## config.mk

```make
export PLATFORM = sky130hd
export DESIGN_NAME = ack_frame_checker_segment_sequencer
export DESIGN_NICKNAME = d
export VERILOG_FILES = /design/src/rtl/core/ackfc_pkg.sv /design/src/rtl/core/ack_frame_checker_segment_sequencer.sv /design/src/rtl/core/ackfc_cfg.sv /design/src/rtl/core/ackfc_frame.sv
export VERILOG_INCLUDE_DIRS = /design/src /design/src/rtl/core
export SDC_FILE = /design/constraint.sdc
export NUM_CORES = 1
export LEC_CHECK = 0
export BUFFER_PORTS_ARGS = -buffer_cell sky130_fd_sc_hd__buf_2
export CORE_ASPECT_RATIO = 0.8
export CORE_MARGIN = 3
export CORE_UTILIZATION = 40
export DETAILED_ROUTE_END_ITERATION = 6
export MAX_ROUTING_LAYER = met4
export PLACE_DENSITY = 0.63
export SLEW_MARGIN = 40
export SYNTH_ARGS = -nofsm -noshare
export SYNTH_HDL_FRONTEND = slang
export SYNTH_SLANG_ARGS = --single-unit
```

## constraint.sdc

```tcl
create_clock -name clk -period 6.72 [get_ports clk]
set_clock_uncertainty 0.15 [all_clocks]
set_input_delay 0.336 -clock clk [delete_from_list [all_inputs] [get_ports clk]]
set_output_delay 0.336 -clock clk [all_outputs]
set_load 0.02 [all_outputs]
```

## src/rtl/core/assert_macros.svh

```systemverilog
// Assertion macros shared by the checker RTL
`ifndef ASSERT_MACROS_SVH
`define ASSERT_MACROS_SVH

// Same-cycle implication, sampled on the rising clock, off during reset
`define ACKFC_ASSERT(lbl, clk, rst_n, prop, msg) \
    lbl: assert property (@(posedge clk) disable iff (!rst_n) (prop)) else $error(msg);

// Next-cycle implication, sampled on the rising clock, off during reset
`define ACKFC_ASSERT_NEXT(lbl, clk, rst_n, cond, prop, msg) \
    lbl: assert property (@(posedge clk) disable iff (!rst_n) (cond) |=> (prop)) else $error(msg);

`endif

```

## src/rtl/core/ackfc_pkg.sv

```systemverilog
// Shared types, constants and the CRC-16 byte step for the ack frame checker
package ackfc_pkg;

    localparam logic [15:0] CRC_POLY      = 16'h1021;
    localparam logic [15:0] CRC_TOP       = 16'h8000;
    localparam logic [7:0]  ACK_KIND      = 8'd7;
    localparam logic [15:0] MIN_FRAME_LEN = 16'd9;
    localparam logic [15:0] POS_MAX       = 16'hFFFF;
    localparam logic [15:0] SEG_MAX       = 16'hFFFF;

    localparam int CFG_INDEX_W = 3;
    localparam int CFG_DATA_W  = 16;

    // Configuration register indexes
    typedef enum logic [CFG_INDEX_W-1:0] {
        REG_HEADER_CODE   = 3'd0,
        REG_RESP_TYPE     = 3'd1,
        REG_RECEIVED_CODE = 3'd2,
        REG_NO_ERROR_CODE = 3'd3,
        REG_SEGMENT_COUNT = 3'd4
    } cfg_reg_t;

    // Frame outcome codes
    typedef enum logic [2:0] {
        OUT_IGNORED   = 3'd0,
        OUT_CRC_ERROR = 3'd1,
        OUT_BAD_LEN   = 3'd2,
        OUT_SEND_NEXT = 3'd3,
        OUT_RESEND    = 3'd4,
        OUT_COMPLETE  = 3'd5
    } outcome_t;

    typedef struct packed {
        logic [7:0]  header_code;
        logic [7:0]  response_type_code;
        logic [7:0]  received_code;
        logic [7:0]  no_error_code;
        logic [15:0] segment_count;
    } cfg_t;

    typedef struct packed {
        logic        valid;
        outcome_t    outcome;
        logic [15:0] segment_index;
        logic [15:0] computed_crc;
    } res_t;

    // One byte through CRC-16 (poly 0x1021, MSB first), unrolled over 8 bits
    function automatic logic [15:0] crc16_byte(input logic [15:0] crc, input logic [7:0] b);
        logic [15:0] c;
        c = crc ^ {b, 8'h00};
        for (int i = 0; i < 8; i++)
        begin
            if ((c & CRC_TOP) != 16'h0000)
                c = {c[14:0], 1'b0} ^ CRC_POLY;
            else
                c = {c[14:0], 1'b0};
        end
        return c;
    endfunction

endpackage

```

## src/rtl/core/ack_frame_checker_segment_sequencer.sv

```systemverilog
// Top level of the acknowledgement frame checker and segment sequencer
//
// Usage:
//   Item channel (item_valid / item_stall) carries one received byte per
//   transaction with frame_start marking byte 0 and rewind zeroing the
//   segment index. Result channel (result_valid / result_stall) carries one
//   transaction per finished frame: outcome, segment_index, computed_crc.
//   Bytes that end no frame produce no result transaction.
//   Throughput is one byte per cycle while result_stall is low: the CRC
//   byte step is unrolled and the whole parse/judge path sits between the
//   input register and the result register. An accepted byte waits in the
//   input register, and its result then goes into the result register.
//   When result_stall holds a waiting result, one more byte is taken into the
//   input register; item_stall then rises until the result is taken.
//   Configuration (cfg_we / cfg_index / cfg_data) writes one register per
//   cycle; the user must write it only while the block is idle, which the block does not enforce.
//   Reset clears all configuration, the frame state and the segment index;
//   both channel registers come up empty.
`include "assert_macros.svh"

module ack_frame_checker_segment_sequencer (
    input  logic                              clk,
    input  logic                              rst_n,
    input  logic                              cfg_we,
    input  logic [ackfc_pkg::CFG_INDEX_W-1:0] cfg_index,
    input  logic [ackfc_pkg::CFG_DATA_W-1:0]  cfg_data,
    input  logic                              item_valid,
    output logic                              item_stall,
    input  logic [7:0]                        rx_byte,
    input  logic                              frame_start,
    input  logic                              rewind,
    output logic                              result_valid,
    input  logic                              result_stall,
    output logic [2:0]                        outcome,
    output logic [15:0]                       segment_index,
    output logic [15:0]                       computed_crc
);

    ackfc_pkg::cfg_t cfg;
    ackfc_pkg::res_t res;

    logic        in_valid_reg, in_valid_next;
    logic [7:0]  in_byte_reg;
    logic        in_start_reg;
    logic        in_rewind_reg;
    logic        out_valid_reg, out_valid_next;
    ackfc_pkg::outcome_t out_outcome_reg;
    logic [15:0] out_seg_reg;
    logic [15:0] out_crc_reg;
    logic        advance;
    logic        accept;
    logic        step;

    ackfc_cfg u_cfg (
        .clk       (clk),
        .rst_n     (rst_n),
        .cfg_we    (cfg_we),
        .cfg_index (cfg_index),
        .cfg_data  (cfg_data),
        .cfg       (cfg)
    );

    ackfc_frame u_frame (
        .clk         (clk),
        .rst_n       (rst_n),
        .step        (step),
        .rx_byte     (in_byte_reg),
        .frame_start (in_start_reg),
        .rewind      (in_rewind_reg),
        .cfg         (cfg),
        .res         (res)
    );

    // Handshake: the result register frees the stage, the stage frees the input
    always_comb
    begin
        advance        = !out_valid_reg || !result_stall;
        step           = in_valid_reg && advance;
        item_stall     = in_valid_reg && !advance;
        accept         = item_valid && !item_stall;
        in_valid_next  = accept ? 1'b1 : (advance ? 1'b0 : in_valid_reg);
        out_valid_next = advance ? (step && res.valid) : out_valid_reg;
    end

    // Control registers
    always_ff @(posedge clk or negedge rst_n)
    begin
        if (!rst_n)
        begin
            in_valid_reg  <= 1'b0;
            out_valid_reg <= 1'b0;
        end
        else
        begin
            in_valid_reg  <= in_valid_next;
            out_valid_reg <= out_valid_next;
        end
    end

    // Input payload register
    always_ff @(posedge clk)
    begin
        if (accept)
        begin
            in_byte_reg   <= rx_byte;
            in_start_reg  <= frame_start;
            in_rewind_reg <= rewind;
        end
    end

    // Result payload register
    always_ff @(posedge clk)
    begin
        if (step && res.valid)
        begin
            out_outcome_reg <= res.outcome;
            out_seg_reg     <= res.segment_index;
            out_crc_reg     <= res.computed_crc;
        end
    end

    assign result_valid  = out_valid_reg;
    assign outcome       = out_outcome_reg;
    assign segment_index = out_seg_reg;
    assign computed_crc  = out_crc_reg;

    // Checks
    `ACKFC_ASSERT(a_stall_only_full, clk, rst_n,
        !item_stall || (in_valid_reg && out_valid_reg), "item_stall without full pipeline")
    `ACKFC_ASSERT(a_bad_len_crc_zero, clk, rst_n,
        !(out_valid_reg && out_outcome_reg == ackfc_pkg::OUT_BAD_LEN) || out_crc_reg == 16'h0000,
        "bad length result with nonzero CRC")
    `ACKFC_ASSERT(a_next_seg_nonzero, clk, rst_n,
        !(out_valid_reg && out_outcome_reg == ackfc_pkg::OUT_SEND_NEXT) || out_seg_reg != 16'h0000,
        "send next with segment index zero")
    `ACKFC_ASSERT_NEXT(a_no_result_drains, clk, rst_n,
        advance && !(step && res.valid), !result_valid, "result register not drained")

endmodule

```

## src/rtl/core/ackfc_cfg.sv

```systemverilog
// Configuration register file for the ack frame checker
module ackfc_cfg (
    input  logic                              clk,
    input  logic                              rst_n,
    input  logic                              cfg_we,
    input  logic [ackfc_pkg::CFG_INDEX_W-1:0] cfg_index,
    input  logic [ackfc_pkg::CFG_DATA_W-1:0]  cfg_data,
    output ackfc_pkg::cfg_t                   cfg
);

    ackfc_pkg::cfg_t cfg_reg;
    ackfc_pkg::cfg_t cfg_next;

    // Address decode
    always_comb
    begin
        cfg_next = cfg_reg;
        if (cfg_we)
        begin
            unique case (ackfc_pkg::cfg_reg_t'(cfg_index))
                ackfc_pkg::REG_HEADER_CODE:   cfg_next.header_code        = cfg_data[7:0];
                ackfc_pkg::REG_RESP_TYPE:     cfg_next.response_type_code = cfg_data[7:0];
                ackfc_pkg::REG_RECEIVED_CODE: cfg_next.received_code      = cfg_data[7:0];
                ackfc_pkg::REG_NO_ERROR_CODE: cfg_next.no_error_code      = cfg_data[7:0];
                ackfc_pkg::REG_SEGMENT_COUNT: cfg_next.segment_count      = cfg_data[15:0];
                default:                      cfg_next = cfg_reg;
            endcase
        end
    end

    always_ff @(posedge clk or negedge rst_n)
    begin
        if (!rst_n)
            cfg_reg <= '0;
        else
            cfg_reg <= cfg_next;
    end

    assign cfg = cfg_reg;

endmodule

```

## src/rtl/core/ackfc_frame.sv

```systemverilog
// Frame parser, CRC accumulator, acknowledgement judge and segment index
module ackfc_frame (
    input  logic             clk,
    input  logic             rst_n,
    input  logic             step,
    input  logic [7:0]       rx_byte,
    input  logic             frame_start,
    input  logic             rewind,
    input  ackfc_pkg::cfg_t  cfg,
    output ackfc_pkg::res_t  res
);

    logic        active_reg,  active_next;
    logic [15:0] pos_reg,     pos_next;
    logic [15:0] len_reg,     len_next;
    logic [15:0] crc_reg,     crc_next;
    logic [15:0] rcrc_reg,    rcrc_next;
    logic [1:0]  hto_reg,     hto_next;
    logic [7:0]  kind_reg,    kind_next;
    logic [7:0]  fs_reg,      fs_next;
    logic [7:0]  ds_reg,      ds_next;
    logic [15:0] seg_reg,     seg_next;

    // Frame state as seen by this byte (cleared on frame start)
    logic        act_b;
    logic [15:0] pos_b, len_b, crc_b, rcrc_b;
    logic [1:0]  hto_b;
    logic [7:0]  kind_b, fs_b, ds_b;
    logic        feed;
    logic [16:0] pos_p1, pos_p2;
    logic [15:0] seg_inc;
    ackfc_pkg::outcome_t verdict;

    always_comb
    begin
        act_b  = frame_start | active_reg;
        pos_b  = frame_start ? '0 : pos_reg;
        len_b  = frame_start ? '0 : len_reg;
        crc_b  = frame_start ? '0 : crc_reg;
        rcrc_b = frame_start ? '0 : rcrc_reg;
        hto_b  = frame_start ? '0 : hto_reg;
        kind_b = frame_start ? '0 : kind_reg;
        fs_b   = frame_start ? '0 : fs_reg;
        ds_b   = frame_start ? '0 : ds_reg;
        pos_p1 = {1'b0, pos_b} + 17'd1;
        pos_p2 = {1'b0, pos_b} + 17'd2;
        feed   = (pos_b <= 16'd3) || (pos_p2 < {1'b0, len_b});
    end

    // Acknowledgement verdict at the last byte (no CRC feed on the trailer bytes)
    always_comb
    begin
        seg_inc = (seg_reg != ackfc_pkg::SEG_MAX) ? seg_reg + 16'd1 : seg_reg;
        if (hto_b != 2'b11)
            verdict = ackfc_pkg::OUT_IGNORED;
        else if (crc_b != {rcrc_b[15:8], rx_byte})
            verdict = ackfc_pkg::OUT_CRC_ERROR;
        else if (kind_b != ackfc_pkg::ACK_KIND)
            verdict = ackfc_pkg::OUT_IGNORED;
        else if (fs_b != cfg.received_code)
            verdict = ackfc_pkg::OUT_IGNORED;
        else if (ds_b == cfg.no_error_code)
            verdict = (seg_inc < cfg.segment_count) ? ackfc_pkg::OUT_SEND_NEXT
                                                    : ackfc_pkg::OUT_COMPLETE;
        else
            verdict = (seg_reg < cfg.segment_count) ? ackfc_pkg::OUT_RESEND
                                                    : ackfc_pkg::OUT_COMPLETE;
    end

    // Per-byte state update
    always_comb
    begin
        active_next = active_reg;
        pos_next    = pos_reg;
        len_next    = len_reg;
        crc_next    = crc_reg;
        rcrc_next   = rcrc_reg;
        hto_next    = hto_reg;
        kind_next   = kind_reg;
        fs_next     = fs_reg;
        ds_next     = ds_reg;
        seg_next    = seg_reg;
        res         = '0;

        if (rewind)
        begin
            seg_next = '0;
        end
        else if (act_b)
        begin
            active_next = 1'b1;
            len_next    = len_b;
            rcrc_next   = rcrc_b;
            hto_next    = hto_b;
            kind_next   = kind_b;
            fs_next     = fs_b;
            ds_next     = ds_b;
            crc_next    = feed ? ackfc_pkg::crc16_byte(crc_b, rx_byte) : crc_b;
            pos_next    = (pos_b != ackfc_pkg::POS_MAX) ? pos_p1[15:0] : pos_b;

            // Header fields by position
            case (pos_b)
                16'd0: if (rx_byte == cfg.header_code)        hto_next = hto_b | 2'b01;
                16'd1: if (rx_byte == cfg.response_type_code) hto_next = hto_b | 2'b10;
                16'd2: len_next  = {rx_byte, 8'h00};
                16'd3: len_next  = {len_b[15:8], rx_byte};
                16'd4: kind_next = rx_byte;
                16'd5: fs_next   = rx_byte;
                16'd6: ds_next   = rx_byte;
                default: ;
            endcase

            // Short frame ends right after the length field
            if (pos_b == 16'd3 && len_next < ackfc_pkg::MIN_FRAME_LEN)
            begin
                active_next       = 1'b0;
                pos_next          = pos_b;
                res.valid         = 1'b1;
                res.outcome       = ackfc_pkg::OUT_BAD_LEN;
                res.segment_index = seg_reg;
                res.computed_crc  = '0;
            end
            else if (pos_b >= 16'd4)
            begin
                if (pos_p2 == {1'b0, len_b})
                begin
                    rcrc_next = {rx_byte, 8'h00};
                end
                else if (pos_p1 == {1'b0, len_b})
                begin
                    rcrc_next   = {rcrc_b[15:8], rx_byte};
                    active_next = 1'b0;
                    pos_next    = pos_b;
                    if (verdict == ackfc_pkg::OUT_SEND_NEXT ||
                        (verdict == ackfc_pkg::OUT_COMPLETE && ds_b == cfg.no_error_code))
                        seg_next = seg_inc;
                    res.valid         = 1'b1;
                    res.outcome       = verdict;
                    res.segment_index = seg_next;
                    res.computed_crc  = crc_next;
                end
            end
        end
    end

    always_ff @(posedge clk or negedge rst_n)
    begin
        if (!rst_n)
        begin
            active_reg <= 1'b0;
            pos_reg    <= '0;
            len_reg    <= '0;
            crc_reg    <= '0;
            rcrc_reg   <= '0;
            hto_reg    <= '0;
            kind_reg   <= '0;
            fs_reg     <= '0;
            ds_reg     <= '0;
            seg_reg    <= '0;
        end
        else if (step)
        begin
            active_reg <= active_next;
            pos_reg    <= pos_next;
            len_reg    <= len_next;
            crc_reg    <= crc_next;
            rcrc_reg   <= rcrc_next;
            hto_reg    <= hto_next;
            kind_reg   <= kind_next;
            fs_reg     <= fs_next;
            ds_reg     <= ds_next;
            seg_reg    <= seg_next;
        end
    end

endmodule
```

==> results.py <==
metrics = {
    "status": {
        "status": "finished, final reports clean",
    },
    "layout": {
        "drive_above_1_share_pct": 13.9,
        "fill_cells": 2811,
        "syn2layout_area_growth_pct": 12.4,
        "n_antenna_cell": 0,
        "final_cell_mix": "149 x dfrtp_1, 146 x nand2_1, 90 x nor2_1",
        "final_common_cell": "dfrtp_1",
        "final_nets": 1415,
        "largest_register_ffs": 48,
    },
    "worst_hold_path": {
        "worst_hold_path.num_cells": 3,
        "hold_path_class": "in -> reg",
    },
    "logic_synthesis": {
        "ys_top_cells_by_area": "dfrtp_1 31%, edfxtp_1 11%, xnor2_1 5.8%",
        "synth-edff-count": 45,
        "seq_area_frac_synth_pct": 41.7,
        "avgSynthCellArea_sq_um": 9.48,
        "synth_nets": 1371,
        "syn_area_sq_mm": 0.0122,
        "ys_warn_count": 0,
        "synth_cell_type_count": 82,
        "synth_seq_cells": 194,
        "synthArstFlopShare_pct": 76.8,
        "synth_ff_type": "dfrtp_1",
        "synth_top_area_share_pct": 30.6,
        "syn_inst": 1285,
        "yosysTopAreaCell": "dfrtp_1",
    },
    "cts": {
        "cts_max_level": 4,
        "path_clk_slew_ps": 80,
        "cts_buffer_depth": 2,
        "cts_resized": 0,
        "cts_tree": "built",
        "cts_setup_buffers": 0,
        "numCtsBuffers": 17,
        "clk_latency_ps": 450,
        "cts_root_buf": "clkbuf_16",
        "holdBufCountCts": 20,
        "clkSinkCount": 194,
    },
    "route": {
        "wl_per_cell_microns": 21.0,
        "num_vias": 10400,
        "drt_wl_total_mm": 36.7,
        "drt_iter0_drc": 1021,
        "post-route-drc-count": 0,
        "via_per_inst": 5.95,
        "drt_first_pass_iters": 5,
        "drtAntennaViolNets": 0,
    },
    "floorplan": {
        "fp-row-count": 56,
        "core_area_sq_mm": 0.0296,
        "die_w_microns": 201,
        "dieArea_sq_mm": 0.0326,
        "ios": 71,
        "die_y_microns": 162,
        "start_util_pct": 41.1,
    },
    "global_routing": {
        "grt_first_pass_wirelength_mm": 58.3,
        "grt_max_degree": 77,
        "antenna_found_initial": 0,
        "grt_overflow": 0,
        "grt_usage_pct": 23.4,
        "grt_pass1_vias": 9962,
    },
    "timing": {
        "tns_ps": 0,
        "finalMaxSlewViolations": 0,
        "worst_pin_slew_ps": 848,
        "fin_crit_ps": 4980,
        "rsz0062_at_grt": "no",
        "hold_violations": 0,
        "max-slew-margin-rel_pct": 43.1,
        "finalSetupViolCount": 0,
        "timing.final.crit_share_pct": 74.1,
        "fmax_mhz": 201,
    },
    "place": {
        "place_congestion": 0.962,
        "place_hpwl_mm": 25.5,
        "port_buffers": 70,
    },
    "power": {
        "p_total_mw": 3.59,
        "power_density_mw_per_mm2": 262,
        "irDropWorstVdd_v": 0.000175,
        "p_leak_nw": 5.65,
    },
    "setup_path": {
        "crit_type": "reg -> reg",
        "cp.arrival_ps": 5100,
        "reg2reg_depth": 16,
        "path_max_fanout": 23,
        "startpoint_type": "flip-flop",
        "worstPathRequired_ps": 6840,
        "critPathCaptureType": "flip-flop",
    },
    "job": {
        "drv_cap": 0,
    },
}
layout make-up:
type	instances	area, sq um	share of cell area, %
Inverter	43	161	1.18
Clock inverter	15	141	1.03
Timing Repair Buffer	111	753	5.50
Tap cell	406	508	3.71
Clock buffer	17	425	3.11
Multi-Input combinational cell	962	6620	48.4
Sequential cell	194	5080	37.1
per-stage QoR:
| stage | util [%] | instance area, sq um | cells | setup slack [ps] | hold slack (ps) |
|---|---|---|---|---|---|
| finish | 46.2 | 13700 | 1748 | 1740 | 35.6 |
| CTS | 46.1 | 13700 | 1746 | 1780 | 15.8 |
| global route | 46.2 | 13700 | 1748 | 1180 | 53.2 |
| floorplan | - | 12200 | 1285 | 1050 | -110 |
| global placement | 43.3 | 12800 | 1691 | 1890 | 288 |
| detailed placement | 43.5 | 12900 | 1694 | 1830 | 295 |
cells by family (layout without fill, tap and decap cells):
family	Yosys count	after routing	synth area share [%]
AOI/OAI and AO/OA	302	302	17.6
xor gates and xnor gates	108	108	7.83
adders and majority gates	52	52	5.34
buffers and inverters	129	186	4.29
DFF	194	194	41.7
muxes	37	37	3.42
and+or+nand+nor	463	463	19.8
final timing paths:
path                                          from            endpoint  slack (ps)
worst max-delay path                  in_start_reg     computed_crc[1]        1740
worst min-delay path                  result_stall        result_valid          40
worst max register to register        in_start_reg     computed_crc[1]        1740
worst min register to register  u_frame.active_reg  u_frame.active_reg         340
max in group asynchronous                    rst_n       u_cfg.cfg[34]        4910
min in group asynchronous                    rst_n   u_frame.ds_reg[0]         190
synth_stat cells (all sizes together), types with 43 or more instances:
cell type,instances
o21ai,59
nand3,46
edfxtp,45
a21oi,49
a22o,47
clkbuf,57
nand2,146
nor2,92
xnor2,82
dfrtp,149
inv,43
ha,52
routing by layer:
metal / vias up / share of wire [%] / track usage (%)
li1: 4782 / - / -
met1: 5110 / 48 / 34.8
met2: 442 / 42 / 31.9
met3: 65 / 8.4 / 5.33
met4: 0 / 2.2 / 6.03
met5: - / 0 / -
critical path: stages, from the launching register on:
cell	delay, ps
edfxtp_1	390
inv_1	520
nand2_1	250
inv_1	170
ha_1	440
nand3_1	190
nor4_1	410
xnor2_1	170
nor2_1	60
ha_1	320
nand3_1	100
nor3_1	260
o221ai_1	170
a31oi_1	430
or2_2	450
nand3_1	130
a21oi_1	200
where the power goes:
group,leakage (nW),switching [mW],internal (mW)
Sequential,2.28,0.220,1.35
Combinational,3.09,0.565,0.440
Clock,0.276,0.525,0.493
Total,5.65,1.31,2.28
Note: power is estimated with default switching activity, not from simulation.
